===== src/rtl/ahlfr_pkg.sv =====
// ----------------------------------------------------------------------------
// ahlfr_pkg: shared types and constants for the length frame receiver
// Byte codes, event codes and the result record passed between stages.
// ----------------------------------------------------------------------------
package ahlfr_pkg;

    localparam int unsigned ByteW  = 8;
    localparam int unsigned PosW   = 9;
    localparam int unsigned DigitW = 4;

    localparam logic [ByteW-1:0] StxByte   = 8'h02;
    localparam logic [ByteW-1:0] EtxByte   = 8'h03;
    localparam logic [ByteW-1:0] HexLow    = 8'h30;  // '0'
    localparam logic [ByteW-1:0] HexHigh   = 8'h46;  // 'F'
    localparam logic [ByteW-1:0] DigitTop  = 8'h39;  // '9'
    localparam logic [ByteW-1:0] LetterOff = 8'h37;  // '7'

    localparam logic [PosW-1:0] FrameOverhead = 9'd12;
    localparam logic [PosW-1:0] LenHiPos      = 9'd7;
    localparam logic [PosW-1:0] LenLoPos      = 9'd8;

    typedef enum logic [2:0] {
        EV_IGNORED = 3'd0,
        EV_START   = 3'd1,
        EV_STORED  = 3'd2,
        EV_DONE    = 3'd3,
        EV_ABORT   = 3'd4
    } event_t;

    typedef struct packed {
        event_t          event_res;
        logic [ByteW-1:0] byte_out;
        logic [PosW-1:0]  position;
        logic [PosW-1:0]  frame_length;
    } result_t;

    typedef struct packed {
        logic advance;  // item moves from input register to result register
        logic out_free; // result register empty or being drained
    } flow_t;

endpackage


===== src/rtl/ahlfr_in_reg.sv =====
// ----------------------------------------------------------------------------
// ahlfr_in_reg: input register
// Captures one received byte per request; frees itself when the item advances.
// ----------------------------------------------------------------------------
module ahlfr_in_reg (
    input  logic                           clk,
    input  logic                           rst_n,
    input  logic                           s_tvalid,
    output logic                           s_tready,
    input  logic [ahlfr_pkg::ByteW-1:0]    s_tdata,
    input  ahlfr_pkg::flow_t               flow,
    output logic                           item_valid,
    output logic [ahlfr_pkg::ByteW-1:0]    item_byte
);

    logic                        valid_reg;
    logic                        valid_next;
    logic [ahlfr_pkg::ByteW-1:0] byte_reg;

    // room when empty or when the held byte leaves this cycle
    assign s_tready = !valid_reg || flow.advance;

    always_comb
    begin
        valid_next = valid_reg;
        if (s_tready)
        begin
            valid_next = s_tvalid;
        end
    end

    always_ff @(posedge clk or negedge rst_n)
    begin
        if (!rst_n)
        begin
            valid_reg <= 1'b0;
        end
        else
        begin
            valid_reg <= valid_next;
        end
    end

    always_ff @(posedge clk)
    begin
        if (s_tready && s_tvalid)
        begin
            byte_reg <= s_tdata;
        end
    end

    assign item_valid = valid_reg;
    assign item_byte  = byte_reg;

endmodule


===== src/rtl/ahlfr_core.sv =====
// ----------------------------------------------------------------------------
// ahlfr_core: frame tracking logic
// Classifies the held byte against the frame state and updates that state.
// ----------------------------------------------------------------------------
module ahlfr_core (
    input  logic                        clk,
    input  logic                        rst_n,
    input  logic                        advance,
    input  logic [ahlfr_pkg::ByteW-1:0] item_byte,
    output ahlfr_pkg::result_t          result
);

    logic                          in_frame_reg;
    logic                          in_frame_next;
    logic [ahlfr_pkg::PosW-1:0]    count_reg;
    logic [ahlfr_pkg::PosW-1:0]    count_next;
    logic [ahlfr_pkg::ByteW-1:0]   plen_reg;
    logic [ahlfr_pkg::ByteW-1:0]   plen_next;
    logic [ahlfr_pkg::DigitW-1:0]  digit_reg;
    logic [ahlfr_pkg::DigitW-1:0]  digit_next;

    logic                          byte_ok;
    logic [ahlfr_pkg::ByteW-1:0]   hex_diff;
    logic [ahlfr_pkg::DigitW-1:0]  hex_val;
    logic [ahlfr_pkg::ByteW-1:0]   plen_tmp;
    logic [ahlfr_pkg::PosW-1:0]    count_inc;
    logic [ahlfr_pkg::PosW-1:0]    limit;

    always_comb
    begin
        byte_ok = ((item_byte >= ahlfr_pkg::HexLow) && (item_byte <= ahlfr_pkg::HexHigh))
                  || (item_byte == ahlfr_pkg::EtxByte);
        hex_diff = (item_byte > ahlfr_pkg::DigitTop) ? (item_byte - ahlfr_pkg::LetterOff)
                                                     : (item_byte - ahlfr_pkg::HexLow);
        hex_val  = hex_diff[ahlfr_pkg::DigitW-1:0];

        digit_next = digit_reg;
        plen_tmp   = plen_reg;
        if (count_reg == ahlfr_pkg::LenHiPos)
        begin
            digit_next = hex_val;
        end
        else if (count_reg == ahlfr_pkg::LenLoPos)
        begin
            plen_tmp = {digit_reg, hex_val};
        end
        count_inc = count_reg + 9'd1;
        limit     = {1'b0, plen_tmp} + ahlfr_pkg::FrameOverhead;

        in_frame_next         = in_frame_reg;
        count_next            = count_reg;
        plen_next             = plen_reg;
        result.event_res      = ahlfr_pkg::EV_IGNORED;
        result.byte_out       = item_byte;
        result.position       = '0;
        result.frame_length   = '0;

        if (item_byte == ahlfr_pkg::StxByte)
        begin
            // start, or restart of a running frame
            digit_next       = digit_reg;
            in_frame_next    = 1'b1;
            count_next       = 9'd1;
            plen_next        = '0;
            result.event_res = ahlfr_pkg::EV_START;
        end
        else if (in_frame_reg)
        begin
            result.position = count_reg;
            if (!byte_ok)
            begin
                digit_next       = digit_reg;
                in_frame_next    = 1'b0;
                count_next       = '0;
                plen_next        = '0;
                result.event_res = ahlfr_pkg::EV_ABORT;
            end
            else if ((count_inc == limit) && (item_byte == ahlfr_pkg::EtxByte))
            begin
                in_frame_next       = 1'b0;
                count_next          = '0;
                plen_next           = '0;
                result.event_res    = ahlfr_pkg::EV_DONE;
                result.frame_length = limit;
            end
            else if (count_inc > limit)
            begin
                // overrun past the announced length
                in_frame_next    = 1'b0;
                count_next       = '0;
                plen_next        = '0;
                result.event_res = ahlfr_pkg::EV_ABORT;
            end
            else
            begin
                count_next       = count_inc;
                plen_next        = plen_tmp;
                result.event_res = ahlfr_pkg::EV_STORED;
            end
        end
        else
        begin
            digit_next = digit_reg;
        end
    end

    always_ff @(posedge clk or negedge rst_n)
    begin
        if (!rst_n)
        begin
            in_frame_reg <= 1'b0;
            count_reg    <= '0;
            plen_reg     <= '0;
            digit_reg    <= '0;
        end
        else if (advance)
        begin
            in_frame_reg <= in_frame_next;
            count_reg    <= count_next;
            plen_reg     <= plen_next;
            digit_reg    <= digit_next;
        end
    end

endmodule


===== src/rtl/ahlfr_out_reg.sv =====
// ----------------------------------------------------------------------------
// ahlfr_out_reg: result register
// Holds one tagged result until the downstream side takes it.
// ----------------------------------------------------------------------------
module ahlfr_out_reg (
    input  logic               clk,
    input  logic               rst_n,
    input  logic               item_valid,
    input  ahlfr_pkg::result_t result,
    input  logic               m_tready,
    output logic               m_tvalid,
    output ahlfr_pkg::result_t held,
    output ahlfr_pkg::flow_t   flow
);

    logic               valid_reg;
    logic               valid_next;
    ahlfr_pkg::result_t data_reg;

    assign flow.out_free = !valid_reg || m_tready;
    assign flow.advance  = item_valid && flow.out_free;

    always_comb
    begin
        valid_next = valid_reg;
        if (flow.out_free)
        begin
            valid_next = item_valid;
        end
    end

    always_ff @(posedge clk or negedge rst_n)
    begin
        if (!rst_n)
        begin
            valid_reg <= 1'b0;
        end
        else
        begin
            valid_reg <= valid_next;
        end
    end

    always_ff @(posedge clk)
    begin
        if (flow.advance)
        begin
            data_reg <= result;
        end
    end

    assign m_tvalid = valid_reg;
    assign held     = data_reg;

endmodule


===== src/rtl/ascii_hex_length_frame_receiver.sv =====
// ----------------------------------------------------------------------------
// ascii_hex_length_frame_receiver: STX/ETX frame tagger with ASCII-hex length
// Tags each received serial byte with a frame event; no payload buffering.
// ----------------------------------------------------------------------------
// usage
//   slave side: one received byte per request on s_tdata[7:0]
//   master side: one result per byte, event code on m_tuser, byte, position
//   within the frame and completed frame length on m_tdata
//   0x02 opens (or reopens) a frame; positions 7 and 8 carry the two hex
//   digits of the payload length L; a 0x03 landing at count L+12 completes
//   the frame, anything out of range or running past L+12 aborts it
// timing
//   a byte accepted into the input register is classified against the frame
//   state and lands in the result register once that register is free; one
//   byte per cycle sustained while m_tready stays high, through the single classify stage
// reset
//   rst_n clears both stage valids and the frame state (idle, no length)
// stalls
//   while m_tready is low the result register holds, one further byte waits
//   in the input register, then s_tready drops; no byte is lost or repeated
// ----------------------------------------------------------------------------
module ascii_hex_length_frame_receiver (
    input  logic        clk,
    input  logic        rst_n,
    input  logic        s_tvalid,
    output logic        s_tready,
    input  logic [7:0]  s_tdata,   // [7:0] rx_byte
    output logic        m_tvalid,
    input  logic        m_tready,
    output logic [31:0] m_tdata,   // [7:0] byte_out, [16:8] position,
                                   // [25:17] frame_length, [31:26] zero
    output logic [2:0]  m_tuser    // [2:0] event_res
);

    ahlfr_pkg::flow_t                flow;
    logic                            item_valid;
    logic [ahlfr_pkg::ByteW-1:0]     item_byte;
    ahlfr_pkg::result_t              result;
    ahlfr_pkg::result_t              held;

    // input register
    ahlfr_in_reg u_in_reg (
        .clk        (clk),
        .rst_n      (rst_n),
        .s_tvalid   (s_tvalid),
        .s_tready   (s_tready),
        .s_tdata    (s_tdata),
        .flow       (flow),
        .item_valid (item_valid),
        .item_byte  (item_byte)
    );

    // frame state and per-byte classification
    ahlfr_core u_core (
        .clk       (clk),
        .rst_n     (rst_n),
        .advance   (flow.advance),
        .item_byte (item_byte),
        .result    (result)
    );

    // result register
    ahlfr_out_reg u_out_reg (
        .clk        (clk),
        .rst_n      (rst_n),
        .item_valid (item_valid),
        .result     (result),
        .m_tready   (m_tready),
        .m_tvalid   (m_tvalid),
        .held       (held),
        .flow       (flow)
    );

    assign m_tuser = held.event_res;
    assign m_tdata = {6'd0, held.frame_length, held.position, held.byte_out};

`ifndef ASSERT_OFF
    // a completed frame always reports at least the fixed overhead
    a_done_len: assert property (@(posedge clk) disable iff (!rst_n)
        (m_tvalid && (m_tuser == ahlfr_pkg::EV_DONE))
        |-> (m_tdata[25:17] >= ahlfr_pkg::FrameOverhead))
        else $error("completed frame shorter than overhead");

    // frame length is only reported with completion
    a_len_only_done: assert property (@(posedge clk) disable iff (!rst_n)
        (m_tvalid && (m_tuser != ahlfr_pkg::EV_DONE)) |-> (m_tdata[25:17] == 9'd0))
        else $error("frame length outside completion");

    // start and ignored bytes sit at position zero
    a_start_pos: assert property (@(posedge clk) disable iff (!rst_n)
        (m_tvalid && ((m_tuser == ahlfr_pkg::EV_START) || (m_tuser == ahlfr_pkg::EV_IGNORED)))
        |-> (m_tdata[16:8] == 9'd0))
        else $error("nonzero position on start or ignored byte");

    // backpressure only when both stages are occupied and downstream stalls
    a_no_bubble: assert property (@(posedge clk) disable iff (!rst_n)
        !s_tready |-> (item_valid && m_tvalid && !m_tready))
        else $error("input stalled with free capacity");
`endif

endmodule


===== config.mk =====
export PLATFORM = sky130hd
export DESIGN_NAME = ascii_hex_length_frame_receiver
export DESIGN_NICKNAME = d
export VERILOG_FILES = /design/src/rtl/ahlfr_pkg.sv /design/src/rtl/ahlfr_in_reg.sv /design/src/rtl/ahlfr_core.sv /design/src/rtl/ahlfr_out_reg.sv /design/src/rtl/ascii_hex_length_frame_receiver.sv
export SDC_FILE = /design/constraint.sdc
export NUM_CORES = 1
export LEC_CHECK = 0
export BUFFER_PORTS_ARGS = -buffer_cell sky130_fd_sc_hd__buf_4
export CAP_MARGIN = 20
export CORE_ASPECT_RATIO = 1.4
export CORE_MARGIN = 10
export CORE_UTILIZATION = 40
export DETAILED_ROUTE_END_ITERATION = 10
export PLACE_DENSITY = 0.62
export SLEW_MARGIN = 20
export SYNTH_ARGS = -nofsm -noshare
export SYNTH_HDL_FRONTEND = slang
export SYNTH_SLANG_ARGS = --single-unit

===== constraint.sdc =====
create_clock -name clk -period 6.25 [get_ports clk]
set_input_delay 0.625 -clock clk [delete_from_list [all_inputs] [get_ports clk]]
set_output_delay 0.625 -clock clk [all_outputs]
set_load 0.01 [all_outputs]

==> key figures <==
Final layout
  • Final Util: 0.496
  • Design area: around 3700 um^2
  • Layout cell share with drive strength beyond 1: 0.207
  • Fillers: 685
  • Area growth syn-to-layout: 19.4%
  • Final cell count without fillers: 421
  • Nets: around 350
  • # diodes: 0
  • Sequential Area: between 1500 and 2000 um^2
  • Number of flip-flops in the largest register: 29
  • Multi-input combinational cell area: around 1300 um^2

Clocking
  • Post-cts sizing count: 0
  • Worst-Skew Late Latency: between 0.3 and 0.4 ns
  • Clock root cell: clkbuf_8
  • Clk sinks: 61
  • CTS buffer count: 9
  • CTS tree: built
  • Bufs on Longest Clock Path: 2
  • H-tree depth: 3
  • Cts hold-fix bufs: 0
  • Clock transition at path regs: 0.07 ns
  • Post-CTS setup buffers: 0

Yosys
  • Largest family of logic cells by synthesized area: simple AND/OR/NAND/NOR gates
  • Sequential fraction of the synthesis area: 0.553
  • Avg Inst Size Synth: approximately 11 um^2
  • Post-Synth Adder-Cell Area: 0.0646
  • Top-count cell post-synth: edfxtp_1
  • Synth Flop Type: edfxtp_1
  • Yosys warnings: 0
  • Synth Area in Simple Gates: 0.163
  • Multiplexer share of the synthesized area: 0.00970
  • XOR/XNOR Fraction of Synth Area: 0.0339
  • Asr flop ratio synth: 0.393
  • Post-synthesis compound-gate area fraction: 0.136
  • Mapped cell area: 3100 um^2
  • Netlist cell types: 49
  • Leading cell types by count after synthesis: edfxtp_1, nand2_1, dfrtp_1
  • Post-Synthesis Cells: roughly 270
  • EDFF count, synth: 37
  • Area share of the largest cell type after synthesis: 0.359
  • Seq cells post-synth: between 60 and 70
  • Post-synth top area cell: edfxtp_1
  • Area contributors post-synth: edfxtp_1, dfrtp_1, ha_1

Route
  • Initial DRC count: about 160
  • Number of routed nets with antenna violations: 0
  • Vias: approximately 2,200
  • Remaining DRCs: 0
  • Vias per inst: between 5 and 6
  • Router iterations before antenna repair: 4
  • WL/cell: roughly 16 um
  • Routed wire length: a little under 7 mm

Floorplan
  • Die area: 11,700 um^2
  • Initial core utilization: 0.415
  • Die height: roughly 120 um
  • CORE AREA: between 7000 and 8000 um^2
  • Cell Rows: 37
  • Num ports: 49
  • Die W: 94.4 um

Pwr
  • Leak: 1.57 nW
  • Switching share of power: 0.227
  • Cell Pwr Density: 249 nW/um^2
  • Worst VDD drop: 165 uV
  • Total power: 0.922 mW
  • Comb power frac: 0.085
  • Clock power share: 0.418
  • Sequential Power Share: 0.498
  • Power Internal: just over 0.7 mW
  • Sw Pwr: 0.209 mW

Timing
  • Worst-margin pin slew: approximately 0.96 ns
  • Tmin final: around 5.0 ns
  • Total negative slack: 0 ns
  • Achievable Freq: about 0.2 GHz
  • Max transition margin: 0.356
  • Final setup fails: 0
  • Min setup slack post-route: between 1 and 1.5 ns
  • Hold slack: 0.176 ns
  • Final Hold Fails: 0
  • Final Max Slew Viols: 0
  • RSZ-0062 raised after global routing: no
  • Final period util: 0.802
  • Setup Skew: 0.0127 ns

Placed design
  • Placed Area: about 3500 um^2
  • Placer Congestion: approximately 0.82
  • DP HPWL: 5.07 mm
  • Placed cell count: 405
  • Dpl ws: ~1.3 ns
  • IO Port Bufs: 42

Global routing
  • First-pass GRT wire length: about 11 mm
  • GRT Total Usage: 0.123
  • Grt total ovfl: 0
  • Antenna violations before repair: 0
  • Vias in the first global route: 2,325
  • Largest net degree at the start of global routing: 31

Worst setup path
  • Crit path cell chain: or4_4 > or4_1 > o21a_1 > ha_1 > a21oi_1 > nand2_1 > ha_1 > a211oi_2 > nand2_1 > o311a_1 > or4b_1 > or3_1 > o21ai_0
  • R2r setup slk: 1.24 ns
  • Critical Path AT: 5.28 ns
  • Slowest CP cell: or4_1
  • R2R depth: 13
  • CP required: about 6.5 ns
  • Worst flop-to-flop path endpoint: u_core.count_reg[6]
  • Critical path fanouts, max: 17
  • Worst Setup End Kind: flop
  • FF-to-FF Start: u_core.count_reg[6]
  • Setup CP Type: flop to flop
  • Slowest stage delay, CP: about 0.8 ns
  • Startpoint types: flop

Worst hold path
  • Worst min-delay path class: primary input to asynchronous set/reset pin

Status
  • Status: finished clean

Flow run
  • Max_cap viols: 0
-- area by class of cell --
cell class,instances,share of cell area
inverter,10,0.0102
clock inverter,5,0.0139
timing repair buffer,42,0.0853
multi-input combinational,195,0.348
clock buffer,11,0.0471
tap,97,0.0328
sequential,61,0.463
-- cell usage in the layout, fill, tap and decap left out, types with 5 or more instances in the layout --
cell | synthesis | layout
buf_4 | 6 | 42
edfxtp_1 | 37 | 37
nand2_1 | 25 | 25
dfrtp_1 | 24 | 24
nor2_1 | 23 | 23
o21ai_0 | 20 | 20
ha_1 | 16 | 16
nand3_1 | 12 | 12
inv_1 | 10 | 9
clkbuf_8 | 0 | 9
and3_1 | 8 | 8
xor2_1 | 7 | 7
a21oi_1 | 7 | 7
conb_1 | 1 | 6
a21o_1 | 5 | 5
xnor2_1 | 5 | 5
a32o_1 | 5 | 5
-- worst max-delay path by stage --
stage,depth (start not counted),from,slack [ns],endpoint
floorplan,15,u_core.count_reg[7],1.93,u_core.count_reg[6]
global placement,13,u_core.count_reg[7],1.42,u_core.count_reg[6]
detailed placement,13,u_core.count_reg[7],1.30,u_core.count_reg[6]
CTS,13,u_core.count_reg[6],1.28,u_core.count_reg[6]
global route,14,u_core.count_reg[6],0.98,u_core.count_reg[6]
finish,13,u_core.count_reg[6],1.24,u_core.count_reg[6]
-- worst max-delay path: cells and delay by family (launching register included) --
family / cells / cell delay (ns)
simple gates: 6 / 2.71
compound gates: 5 / 1.21
fa+ha+maj: 2 / 0.57
flops: 1 / 0.45
-- power groups by stage --
| stage | Combinational (mW) | Clock (mW) | Sequential [mW] |
|---|---|---|---|
| 6_report | 0.0780 | 0.385 | 0.459 |
| 3_5_place_dp | 0.0794 | 0 | 0.467 |
| 3_3_place_gp | 0.0780 | 0 | 0.467 |
| 4_1_cts | 0.0796 | 0.395 | 0.459 |
| 5_1_grt | 0.0873 | 0.410 | 0.461 |
| 2_1_floorplan | 0.0376 | 0 | 0.472 |
-- layer usage --
metal,GRT usage,vias up,wire (um)
met2,0.204,73,3330
li1,-,1086,-
met1,0.131,1034,2740
met5,0,-,0
met3,0.0464,17,509
met4,0.0733,0,233
-- cell families (layout without fill, tap and decap cells) --
group / count (synthesis) / in the layout
AO/OA/AOI/OAI: 60 / 60
other: 1 / 6
multiplexers: 3 / 3
XOR/XNOR: 12 / 12
buffers and inverters: 23 / 68
flip-flops: 61 / 61
adder cells (fa/ha/maj): 16 / 16
AND/OR/NAND/NOR: 98 / 98
(Power assumes the default switching activity.)
